### src/sv/tbsq_pkg.sv
// ----------------------------------------------------------------------------
// tbsq_pkg
// shared constants and types of the binary search quantizer
// ----------------------------------------------------------------------------
package tbsq_pkg;

  // default sizes
  localparam int MAX_BITS_DEF    = 8;
  localparam int VALUE_WIDTH_DEF = 16;

  // fixed field widths of the channels
  localparam int ADDR_IN_W = 9;
  localparam int BITS_W    = 4;
  localparam int INDEX_W   = 8;

  typedef enum logic {
    CMD_WRITE = 1'b0,
    CMD_QUANT = 1'b1
  } tbsq_cmd_t;

  typedef enum logic [1:0] {
    ST_IDLE,
    ST_READ,
    ST_EVAL
  } tbsq_state_t;

endpackage

### src/sv/tbsq_in_if.sv
// ----------------------------------------------------------------------------
// tbsq_in_if
// input channel: level writes and quantize requests
// ----------------------------------------------------------------------------
interface tbsq_in_if #(
  parameter int VALUE_WIDTH = tbsq_pkg::VALUE_WIDTH_DEF
);
  import tbsq_pkg::*;

  logic                          valid;
  logic                          ready;
  logic                          command;
  logic [ADDR_IN_W-1:0]          table_address;
  logic signed [VALUE_WIDTH-1:0] table_value;
  logic signed [VALUE_WIDTH-1:0] sample;
  logic [BITS_W-1:0]             bits;

  modport source (
    output valid, command, table_address, table_value, sample, bits,
    input  ready
  );

  modport sink (
    input  valid, command, table_address, table_value, sample, bits,
    output ready
  );

endinterface

### src/sv/tbsq_out_if.sv
// ----------------------------------------------------------------------------
// tbsq_out_if
// result channel: chosen level index and level value
// ----------------------------------------------------------------------------
interface tbsq_out_if #(
  parameter int VALUE_WIDTH = tbsq_pkg::VALUE_WIDTH_DEF
);
  import tbsq_pkg::*;

  logic                          valid;
  logic                          ready;
  logic [INDEX_W-1:0]            level_index;
  logic signed [VALUE_WIDTH-1:0] level_value;

  modport source (
    output valid, level_index, level_value,
    input  ready
  );

  modport sink (
    input  valid, level_index, level_value,
    output ready
  );

endinterface

### src/sv/tbsq_search_ctrl.sv
// ----------------------------------------------------------------------------
// tbsq_search_ctrl
// handshake, binary search sequencer and result register
// ----------------------------------------------------------------------------
module tbsq_search_ctrl #(
  parameter int MAX_BITS    = tbsq_pkg::MAX_BITS_DEF,
  parameter int VALUE_WIDTH = tbsq_pkg::VALUE_WIDTH_DEF,
  parameter int ADDR_W      = MAX_BITS + 1
) (
  input  logic                   clk,
  input  logic                   rst_n,
  tbsq_in_if.sink                in_ch,
  tbsq_out_if.source             out_ch,
  output logic                   wr_en,
  output logic [ADDR_W-1:0]      wr_addr,
  output logic [VALUE_WIDTH-1:0] wr_data,
  output logic [ADDR_W-1:0]      rd_lo_addr,
  output logic [ADDR_W-1:0]      rd_hi_addr,
  input  logic [VALUE_WIDTH-1:0] rd_lo_data_r,
  input  logic [VALUE_WIDTH-1:0] rd_hi_data_r
);
  import tbsq_pkg::*;

  tbsq_state_t state_r, state_nxt;

  logic [BITS_W-1:0]      steps_r, steps_nxt;
  logic [MAX_BITS-1:0]    offset_r, offset_nxt;
  logic [MAX_BITS-1:0]    weight_r, weight_nxt;
  logic [ADDR_W-1:0]      hi_addr_r, hi_addr_nxt;
  logic [ADDR_W-1:0]      base_r, base_nxt;
  logic [VALUE_WIDTH-1:0] sample_r, sample_nxt;

  logic                   out_valid_r, out_valid_nxt;
  logic [INDEX_W-1:0]     out_index_r, out_index_nxt;
  logic [VALUE_WIDTH-1:0] out_value_r, out_value_nxt;

  logic in_acc, acc_write, acc_quant, slot_free, go_up, last_step;
  logic [BITS_W-1:0] k_sat;
  logic [MAX_BITS-1:0] offset_init;
  logic [ADDR_W-1:0] base_init, hi_up, hi_dn, w_ext;
  logic signed [VALUE_WIDTH:0] lvl_sum, sample_x2;
  logic [MAX_BITS-1:0] idx_pick;
  logic [ADDR_W+ADDR_IN_W-1:0] wr_addr_wide;
  logic [INDEX_W+MAX_BITS-1:0] idx_wide;

  assign in_ch.ready = (state_r == ST_IDLE);
  assign in_acc      = in_ch.valid && in_ch.ready;
  assign acc_write   = in_acc && (in_ch.command == CMD_WRITE);
  assign acc_quant   = in_acc && (in_ch.command == CMD_QUANT);
  assign slot_free   = !out_valid_r || out_ch.ready;
  assign last_step   = (steps_r == '0);

  // store writes go straight through on the accept edge
  assign wr_addr_wide = {{ADDR_W{1'b0}}, in_ch.table_address};
  assign wr_en        = acc_write;
  assign wr_addr      = wr_addr_wide[ADDR_W-1:0];
  assign wr_data      = in_ch.table_value;

  // bit count saturates into 1..MAX_BITS
  always_comb begin
    if (in_ch.bits == '0) begin
      k_sat = BITS_W'(1);
    end else if (in_ch.bits > BITS_W'(MAX_BITS)) begin
      k_sat = BITS_W'(MAX_BITS);
    end else begin
      k_sat = in_ch.bits;
    end
  end

  assign offset_init = MAX_BITS'(1) << (k_sat - BITS_W'(1));
  assign base_init   = (ADDR_W'(1) << k_sat) - ADDR_W'(2);

  // threshold test 2*sample > lo + hi, exact in one extra bit
  assign lvl_sum   = $signed({rd_lo_data_r[VALUE_WIDTH-1], rd_lo_data_r})
                   + $signed({rd_hi_data_r[VALUE_WIDTH-1], rd_hi_data_r});
  assign sample_x2 = $signed({sample_r, 1'b0});
  assign go_up     = sample_x2 > lvl_sum;

  // both candidate addresses are prepared off registers
  assign w_ext = ADDR_W'(weight_r);
  assign hi_up = hi_addr_r + w_ext;
  assign hi_dn = hi_addr_r - w_ext;

  assign idx_pick = go_up ? offset_r : (offset_r - MAX_BITS'(1));
  assign idx_wide = {{INDEX_W{1'b0}}, idx_pick};

  // next state
  always_comb begin
    state_nxt = state_r;
    case (state_r)
      ST_IDLE: begin
        if (acc_quant) begin
          state_nxt = ST_READ;
        end
      end
      ST_READ: begin
        state_nxt = ST_EVAL;
      end
      ST_EVAL: begin
        if (last_step && slot_free) begin
          state_nxt = ST_IDLE;
        end
      end
      default: begin
        state_nxt = ST_IDLE;
      end
    endcase
  end

  // datapath and outputs
  always_comb begin
    steps_nxt     = steps_r;
    offset_nxt    = offset_r;
    weight_nxt    = weight_r;
    hi_addr_nxt   = hi_addr_r;
    base_nxt      = base_r;
    sample_nxt    = sample_r;
    out_index_nxt = out_index_r;
    out_value_nxt = out_value_r;
    out_valid_nxt = out_valid_r && !out_ch.ready;
    rd_hi_addr    = hi_addr_r;
    case (state_r)
      ST_IDLE: begin
        if (acc_quant) begin
          steps_nxt   = k_sat - BITS_W'(1);
          offset_nxt  = offset_init;
          weight_nxt  = offset_init >> 1;
          base_nxt    = base_init;
          hi_addr_nxt = base_init + ADDR_W'(offset_init);
          sample_nxt  = in_ch.sample;
        end
      end
      ST_READ: begin
        rd_hi_addr = hi_addr_r;
      end
      ST_EVAL: begin
        if (!last_step) begin
          steps_nxt   = steps_r - BITS_W'(1);
          weight_nxt  = weight_r >> 1;
          offset_nxt  = go_up ? (offset_r + weight_r) : (offset_r - weight_r);
          hi_addr_nxt = go_up ? hi_up : hi_dn;
          rd_hi_addr  = hi_addr_nxt;
        end else if (slot_free) begin
          out_valid_nxt = 1'b1;
          out_index_nxt = idx_wide[INDEX_W-1:0];
          out_value_nxt = go_up ? rd_hi_data_r : rd_lo_data_r;
        end
      end
      default: begin
        rd_hi_addr = hi_addr_r;
      end
    endcase
    rd_lo_addr = rd_hi_addr - ADDR_W'(1);
  end

  always_ff @(posedge clk) begin
    if (!rst_n) begin
      state_r     <= ST_IDLE;
      out_valid_r <= 1'b0;
    end else begin
      state_r     <= state_nxt;
      out_valid_r <= out_valid_nxt;
    end
  end

  always_ff @(posedge clk) begin
    steps_r     <= steps_nxt;
    offset_r    <= offset_nxt;
    weight_r    <= weight_nxt;
    hi_addr_r   <= hi_addr_nxt;
    base_r      <= base_nxt;
    sample_r    <= sample_nxt;
    out_index_r <= out_index_nxt;
    out_value_r <= out_value_nxt;
  end

  assign out_ch.valid       = out_valid_r;
  assign out_ch.level_index = out_index_r;
  assign out_ch.level_value = out_value_r;

  // search pointer never falls to the bottom of the segment
  a_offset_nonzero: assert property (@(posedge clk) disable iff (!rst_n)
    (state_r == ST_EVAL) |-> (offset_r != '0))
    else $error("search offset reached zero");

  // absolute address stays in step with the segment offset
  a_addr_track: assert property (@(posedge clk) disable iff (!rst_n)
    (state_r == ST_EVAL) |-> (hi_addr_r == base_r + ADDR_W'(offset_r)))
    else $error("store address lost track of offset");

  // step weight is a single bit or exhausted
  a_weight_onehot: assert property (@(posedge clk) disable iff (!rst_n)
    (state_r == ST_EVAL) |-> $onehot0(weight_r))
    else $error("step weight is not a power of two");

  // a level write makes no result
  a_write_silent: assert property (@(posedge clk) disable iff (!rst_n)
    (acc_write && !out_valid_r) |=> !out_valid_r)
    else $error("write produced a result");

  // a quantize request starts the store read at once
  a_quant_start: assert property (@(posedge clk) disable iff (!rst_n)
    acc_quant |=> (state_r == ST_READ))
    else $error("quantize request did not start a search");

endmodule

### src/flat_wrapper.sv
// flat-port wrapper written by rule: the top's interface ports become plain ports
module tbsq_search_ctrl_flat import tbsq_pkg::*;
#(
  parameter int MAX_BITS    = tbsq_pkg::MAX_BITS_DEF,
  parameter int VALUE_WIDTH = tbsq_pkg::VALUE_WIDTH_DEF,
  parameter int ADDR_W      = MAX_BITS + 1
)
  (clk, rst_n, wr_en, wr_addr, wr_data, rd_lo_addr, rd_hi_addr, rd_lo_data_r, rd_hi_data_r, in_ch_valid, in_ch_command, in_ch_table_address, in_ch_table_value, in_ch_sample, in_ch_bits, in_ch_ready, out_ch_valid, out_ch_level_index, out_ch_level_value, out_ch_ready);
  tbsq_in_if #(.VALUE_WIDTH(VALUE_WIDTH)) in_ch_i ();
  tbsq_out_if #(.VALUE_WIDTH(VALUE_WIDTH)) out_ch_i ();
  input  logic clk;
  input  logic rst_n;
  output logic wr_en;
  output logic [ADDR_W-1:0] wr_addr;
  output logic [VALUE_WIDTH-1:0] wr_data;
  output logic [ADDR_W-1:0] rd_lo_addr;
  output logic [ADDR_W-1:0] rd_hi_addr;
  input  logic [VALUE_WIDTH-1:0] rd_lo_data_r;
  input  logic [VALUE_WIDTH-1:0] rd_hi_data_r;
  input wire logic [$bits(in_ch_i.valid)-1:0] in_ch_valid;
  input wire logic [$bits(in_ch_i.command)-1:0] in_ch_command;
  input wire logic [$bits(in_ch_i.table_address)-1:0] in_ch_table_address;
  input wire logic [$bits(in_ch_i.table_value)-1:0] in_ch_table_value;
  input wire logic [$bits(in_ch_i.sample)-1:0] in_ch_sample;
  input wire logic [$bits(in_ch_i.bits)-1:0] in_ch_bits;
  output wire logic [$bits(in_ch_i.ready)-1:0] in_ch_ready;
  output wire logic [$bits(out_ch_i.valid)-1:0] out_ch_valid;
  output wire logic [$bits(out_ch_i.level_index)-1:0] out_ch_level_index;
  output wire logic [$bits(out_ch_i.level_value)-1:0] out_ch_level_value;
  input wire logic [$bits(out_ch_i.ready)-1:0] out_ch_ready;
  assign in_ch_i.valid = in_ch_valid;
  assign in_ch_i.command = in_ch_command;
  assign in_ch_i.table_address = in_ch_table_address;
  assign in_ch_i.table_value = in_ch_table_value;
  assign in_ch_i.sample = in_ch_sample;
  assign in_ch_i.bits = in_ch_bits;
  assign in_ch_ready = in_ch_i.ready;
  assign out_ch_valid = out_ch_i.valid;
  assign out_ch_level_index = out_ch_i.level_index;
  assign out_ch_level_value = out_ch_i.level_value;
  assign out_ch_i.ready = out_ch_ready;
  tbsq_search_ctrl #(.MAX_BITS(MAX_BITS), .VALUE_WIDTH(VALUE_WIDTH), .ADDR_W(ADDR_W)) u_core (.clk(clk), .rst_n(rst_n), .in_ch(in_ch_i), .out_ch(out_ch_i), .wr_en(wr_en), .wr_addr(wr_addr), .wr_data(wr_data), .rd_lo_addr(rd_lo_addr), .rd_hi_addr(rd_hi_addr), .rd_lo_data_r(rd_lo_data_r), .rd_hi_data_r(rd_hi_data_r));
endmodule
### config.mk
export PLATFORM = sky130hd
export DESIGN_NAME = tbsq_search_ctrl_flat
export DESIGN_NICKNAME = d
export VERILOG_FILES = /design/src/sv/tbsq_pkg.sv /design/src/sv/tbsq_in_if.sv /design/src/sv/tbsq_out_if.sv /design/src/sv/tbsq_search_ctrl.sv /design/src/flat_wrapper.sv
export SDC_FILE = /design/constraint.sdc
export NUM_CORES = 1
export LEC_CHECK = 0
export ABC_AREA = 1
export BUFFER_PORTS_ARGS = -buffer_cell sky130_fd_sc_hd__buf_2
export CORE_UTILIZATION = 55
export DETAILED_ROUTE_END_ITERATION = 16
export HOLD_SLACK_MARGIN = 0.03
export PLACE_DENSITY_LB_ADDON = 0.05
export RECOVER_POWER = 50
export SYNTH_ARGS = -nofsm -noshare
export SYNTH_HDL_FRONTEND = slang
export SYNTH_SLANG_ARGS = --single-unit
### constraint.sdc
create_clock -name clk -period 6 [get_ports clk]
set_input_delay 0 -clock clk [delete_from_list [all_inputs] [get_ports clk]]
set_output_delay 0 -clock clk [all_outputs]
set_load 0.01 [all_outputs]
# Word-level counts from Yosys, hierarchy flattened
# Index checks and enable logic that the tools add are counted.
dict set report classes {
  bitwise_logic 1
  n_reduce_logical 17
  n_mux 25
  shifts 2
  eq_ne 5
  magnitude_cmp 2
  addsub 11
}
# operator count
set op_table {}
lappend op_table {{$mux W8} 6}
lappend op_table {{$mux W9} 4}
lappend op_table {{$pmux W8 S2} 2}
lappend op_table {{$add A9 B8 Y9} 2}
lappend op_table {{$pmux W9 S2} 1}
lappend op_table {{$add A16 B16 Y17} 1}
lappend op_table {{$gt A17 B17 Y1} 1}
lappend op_table {{$mux W16} 1}
lappend op_table {{$mux W4} 4}
lappend op_table {{$shl A1 B4 Y9 const A} 1}
lappend op_table {{$sub A9 B1 Y9 const B} 1}
lappend op_table {{$sub A9 B3 Y9 const B} 1}
lappend op_table {{$sub A9 B8 Y9} 1}
lappend op_table {{$add A8 B8 Y8} 1}
lappend op_table {{$logic_not A4 Y1} 2}
lappend op_table {{$pmux W4 S2} 1}
lappend op_table {{$shl A1 B4 Y8 const A} 1}
lappend op_table {{$sub A4 B1 Y4 const B} 2}
lappend op_table {{$sub A8 B1 Y8 const B} 1}
lappend op_table {{$sub A8 B8 Y8} 1}
lappend op_table {{$pmux W2 S3} 1}
lappend op_table {{$reduce_and A2 Y1} 3}
lappend op_table {{$reduce_and A3 Y1} 2}
lappend op_table {{$logic_and A1 B1 Y1} 5}
lappend op_table {{12 further kinds} 17}
dict set report word_totals {
  inputBits 82
  regBits 72
}

# Depth between registers and ports, before layout
dict set report depth {
  depth_word 8
  mapped_depth 45
  depth_no_buf 45
}

# Least setup slack after synthesis
# Ideal clock, no wire load.
dict set report synth_path {
  path_type {input to register}
  start {input rd_lo_data_r[0]}
  end {register u_core.offset_r[7], data pin}
  required_time_ns 5.737
  arrival_time_ns 4.675
  setup_ns 0.263
  cell_stages 35
  setup_slack_ns 1.062
  path_cell_list {ha_1 > inv_1 > fa_1 > inv_1 > a31oi_1 > o221ai_1 > a21oi_1 > o21bai_1 > a21oi_1 > o21ai_0 > a21oi_1 > o21ai_0 > nand2_1 > a22oi_1 > ha_1 > nand2_1 > inv_1 > nand2_1 > nand2_1 > clkinv_1 > nand2_1 > nor2_2 > nand3_2 > nand2_4 > buf_12 > inv_1 > buf_2 > o21ai_0 > xor2_1 > ha_1 > a31o_2 > a31oi_1 > o21ai_0 > o21ai_0 > o21ai_0}
}
dict set report synth_via {
  elab_chain_len 5
}
# item line_no
set synth_lines {}
lappend synth_lines {{start, declared} flat_wrapper.sv:18} ;# input logic [VALUE_WIDTH-1:0] rd_lo_data_r;
lappend synth_lines {{$add A16 B16 Y17} tbsq_search_ctrl.sv:75} ;# + $signed({rd_hi_data_r[VALUE_WIDTH-1], rd_hi_data_r});
lappend synth_lines {{$gt A17 B17 Y1} tbsq_search_ctrl.sv:77} ;# assign go_up = sample_x2 > lvl_sum;
lappend synth_lines {{$mux W8} tbsq_search_ctrl.sv:140} ;# offset_nxt = go_up ? (offset_r + weight_r) : (offset_r - weight_r);
lappend synth_lines {{$mux W8} tbsq_search_ctrl.sv:137} ;# if (!last_step) begin
lappend synth_lines {{$pmux W8 S2} tbsq_search_ctrl.sv:122} ;# case (state_r)
lappend synth_lines {{via u_core.offset_nxt[7]} tbsq_search_ctrl.sv:27} ;# logic [MAX_BITS-1:0] offset_r, offset_nxt;
lappend synth_lines {{end signal, assigned} tbsq_search_ctrl.sv:168} ;# offset_r <= offset_nxt;
lappend synth_lines {{end, declared} tbsq_search_ctrl.sv:27}
# The timed path passes the listed nets, and every way through them passes these cells. The select of a mux whose other input is x is not followed.
# A chain may end at the register's enable or synchronous reset.

# Final worst setup path
dict set report layout_path {
  start {input rd_hi_data_r[5]}
  end {output rd_lo_addr[8]}
}
dict set report layout_via {
  elab_chain_len 6
}
# item line_no
set layout_lines {}
lappend layout_lines {{start, declared} flat_wrapper.sv:19} ;# input logic [VALUE_WIDTH-1:0] rd_hi_data_r;
lappend layout_lines {{$add A16 B16 Y17} tbsq_search_ctrl.sv:75}
lappend layout_lines {{$gt A17 B17 Y1} tbsq_search_ctrl.sv:77}
lappend layout_lines {{$mux W9} tbsq_search_ctrl.sv:141} ;# hi_addr_nxt = go_up ? hi_up : hi_dn;
lappend layout_lines {{$mux W9} -}
lappend layout_lines {{$mux W9} tbsq_search_ctrl.sv:122}
lappend layout_lines {{$sub A9 B1 Y9} tbsq_search_ctrl.sv:153} ;# rd_lo_addr = rd_hi_addr - ADDR_W'(1);
lappend layout_lines {{end, declared} flat_wrapper.sv:16} ;# output logic [ADDR_W-1:0] rd_lo_addr;
# No other way between the ends.

==> run summary <==
H-tree depth: 3
Largest net degree at the start of global routing: 26
Leakage: 0.00386 µW
Post-synth net total: 939
Delay-heaviest family, CP: compound AO/OA/AOI/OAI gates
Reg2reg start: u_core.sample_r[15]
Clock skew: 0.0154 ns
Crit. End Element: output pin
Crit Path Max Fanout: 5
Syn Area/Cell: 7.80 µm²
P&R area growth vs syn: 26.4%
Worst Setup Start Kind: primary input
Diode count: 0
Vias: 5787
Final hold viol count: 0
WL final: 15900 µm
Clock transition at path regs: 0.07 ns
Synth area leaders: edfxtp_1 (33%), nand2_1 (13%), ha_1 (13%), inv_1 (7.5%), xor2_1 (3.7%)
YS warnings: 0
Worst hold start: rd_hi_data_r[1]
Primary FF master, synth: edfxtp_1
Headroom to the max-slew limit: 40.1%
CP required: 6.00 ns
Crit path from: rd_hi_data_r[5]
Routed wire per std cell: 14.3 µm
PortBufs: 101
Layout cells sized above 1: 19.0%
Clk sinks: 71
Rows: 38
Fin crit period: 5.62 ns
CTS tree: done
Fin crit share: 93.7%
I/O pin total: 152
First-pass GRT wire length: 25400 µm
Final estimated routing congestion in global placement: 0.958
DRT iter0 DRCs: 413
Max Buffers Root-to-Sink: 2
Share of the synthesized area in the top cell type: 33.0%
Finished Core Util: 71.8%
Root Driver: clkbuf_8
Die Wd: 108 µm
WHS: 0.0480 ns
Initial antenna violation count: 0
Clk_lat worst skew: 0.37 ns
Hold/Removal Path Class: in -> reg
Cell Area, Synth: 6180 µm²
Drt first pass iters: 5
Delay of the slowest critical-path stage: 0.53 ns
Max-Cap Viols: 0
Number of global-route vias before repair: 5546
Total congestion overflow: 0
Die H: 108 µm
Placeable Area: 10900 µm²
Final-report setup violation count: 0
Status: complete, no violations
Max-slew violations: 0
Detailed Place HPWL: 11300 µm
Remaining DRCs: 0
Final ANT Viol Nets: 0
FFs w/ async S/R, synth: 0%
Yosys cell types: 48
Buffers & Inverters on Critical Path: 7
Post-synth EDFFs: 68
Max IR drop VDD: 137 µV
CP dominant cell by count: nand2_1
NumNets Final: 1112
Power Dens Cells: 244 nW/µm²
Seq/Total Area, Yosys: 34.0%
Critical path type: in -> out
Routed vias/inst: 5.21
Worst slew pin tran: 0.896 ns
Die area: 11700 µm²
Most area-hungry cell type in the Yosys netlist: edfxtp_1
Cells after synthesis: 792
Slowest-stage cell, CP: dlygate4sd3_1
CTS Buf Count: 9
CP Data Arrival Time: 5.62 ns
Total GRT Usage: 27.8%
Initial Util: 56.8%
Fmax: 0.178 GHz
Yosys reg bits: 71
-- flip-flops by register name, summed over array words and instances (netlist names), 2 cells and up --
name                       cells
u_core.out_ch.level_value     16
u_core.sample_r               16
u_core.hi_addr_r               9
u_core.offset_r                8
u_core.out_ch.level_index      8
u_core.weight_r                7
u_core.steps_r                 4
u_core.state_r                 2
-- worst paths after layout --
check | slack, ns | to | cells after the start
setup reg to reg | 2.46 | u_core.offset_r[7] | 21
hold / removal | 0.05 | u_core.out_ch.level_value[1] | 3
setup / recovery | 0.38 | rd_lo_addr[8] | 40
hold reg to reg | 0.51 | u_core.state_r[1] | 2
-- metrics by stage --
| stage | power, µW | setup WS [ns] | TNS [ns] | cell area [µm²] | cells |
|---|---|---|---|---|---|
| after detailed placement | 1380 | 0.217 | 0 | 6650 | 1003 |
| after CTS | 1820 | 0.00429 | 0 | 7580 | 1094 |
| after global routing | 2040 | -0.0835 | -0.129 | 7810 | 1110 |
| after global placement | 1360 | 0.439 | 0 | 6650 | 1003 |
| final | 1910 | 0.378 | 0 | 7810 | 1110 |
| after floorplan | 1220 | 1.06 | 0 | 6180 | 792 |
-- layer usage --
metal	vias to the layer above	part of all wire (%)	global-route usage [%]
met5	-	0	0
met4	0	1.5	9.20
met3	21	6.1	3.86
met2	203	47	46.8
met1	2655	45	36.8
li1	2908	-	-
-- layout make-up --
cell class	instances	area, µm²
multi-input combinational	560	3500
timing repair buffer	196	1390
clock inverter	3	17.5
sequential	71	2100
clock buffer	13	159
tap	140	175
fill	880	3070
inverter	127	477
-- Yosys cell counts (5+ instances only) --
master    count
nor3_1        7
o21bai_1      5
inv_1       123
xnor2_1       7
nand2_4       7
nand4_1       7
buf_4        25
nand3_1      35
nand3_2      14
nand2_1     220
ha_1         63
o21ai_0      33
clkbuf_1      5
xor2_1       26
nand2_2      13
nor2_1       49
nor2_2        5
edfxtp_1     68
a21oi_1      31
a31oi_1       6
-- cell families (layout without fill, tap and decap cells) --
logic type / count (synthesis) / after routing / share of synthesized area, %
buf+inv: 161 / 339 / 11.6
fa+ha+maj: 65 / 65 / 13.4
simple gates: 367 / 367 / 27.4
compound gates: 95 / 95 / 8.93
xor+xnor: 33 / 33 / 4.68
flops: 71 / 71 / 34.0
-- where the power goes --
| part | total (µW) | leakage, µW | switching, µW | internal (µW) |
|---|---|---|---|---|
| sequential | 612 | 0.000656 | 21.5 | 590 |
| clock | 362 | 0.0000894 | 190 | 172 |
| combinational | 933 | 0.00311 | 552 | 381 |
| total | 1910 | 0.00386 | 764 | 1140 |
-- worst min-delay path, stage by stage --
cell	delay [ns]
buf_2	0.09
inv_1	0.06
o21ai_0	0.15
-- repair_timing --
action                                  in CTS  in global routing
buffers inserted                             0                 16
hold endpoints to repair                    60                  0
endpoints found under the setup margin       0                 19
resized for setup                            0                 39
hold buffers                                75                  0
-- cells in the final DEF (no fill, tap or decap), types with 3 or more instances in the layout --
| cell type | netlist | routed |
|---|---|---|
| a21oi_1 | 31 | 27 |
| a21oi_2 | 1 | 5 |
| a31oi_1 | 6 | 6 |
| buf_2 | 1 | 70 |
| buf_4 | 25 | 17 |
| clkbuf_1 | 5 | 33 |
| clkbuf_8 | 0 | 11 |
| dfxtp_1 | 3 | 3 |
| dlygate4sd3_1 | 0 | 75 |
| edfxtp_1 | 68 | 68 |
| ha_1 | 63 | 60 |
| ha_4 | 0 | 3 |
| inv_1 | 123 | 119 |
| inv_2 | 3 | 7 |
| nand2_1 | 220 | 214 |
| nand2_2 | 13 | 19 |
| nand2_4 | 7 | 7 |
| nand3_1 | 35 | 32 |
| nand3_2 | 14 | 16 |
| nand4_1 | 7 | 7 |
| nor2_1 | 49 | 46 |
| nor2_2 | 5 | 7 |
| nor3_1 | 7 | 5 |
| o21ai_0 | 33 | 28 |
| o21ai_1 | 3 | 5 |
| o21ai_2 | 0 | 3 |
| o21bai_1 | 5 | 4 |
| xnor2_1 | 7 | 7 |
| xor2_1 | 26 | 26 |
(Power assumes the default switching activity.)
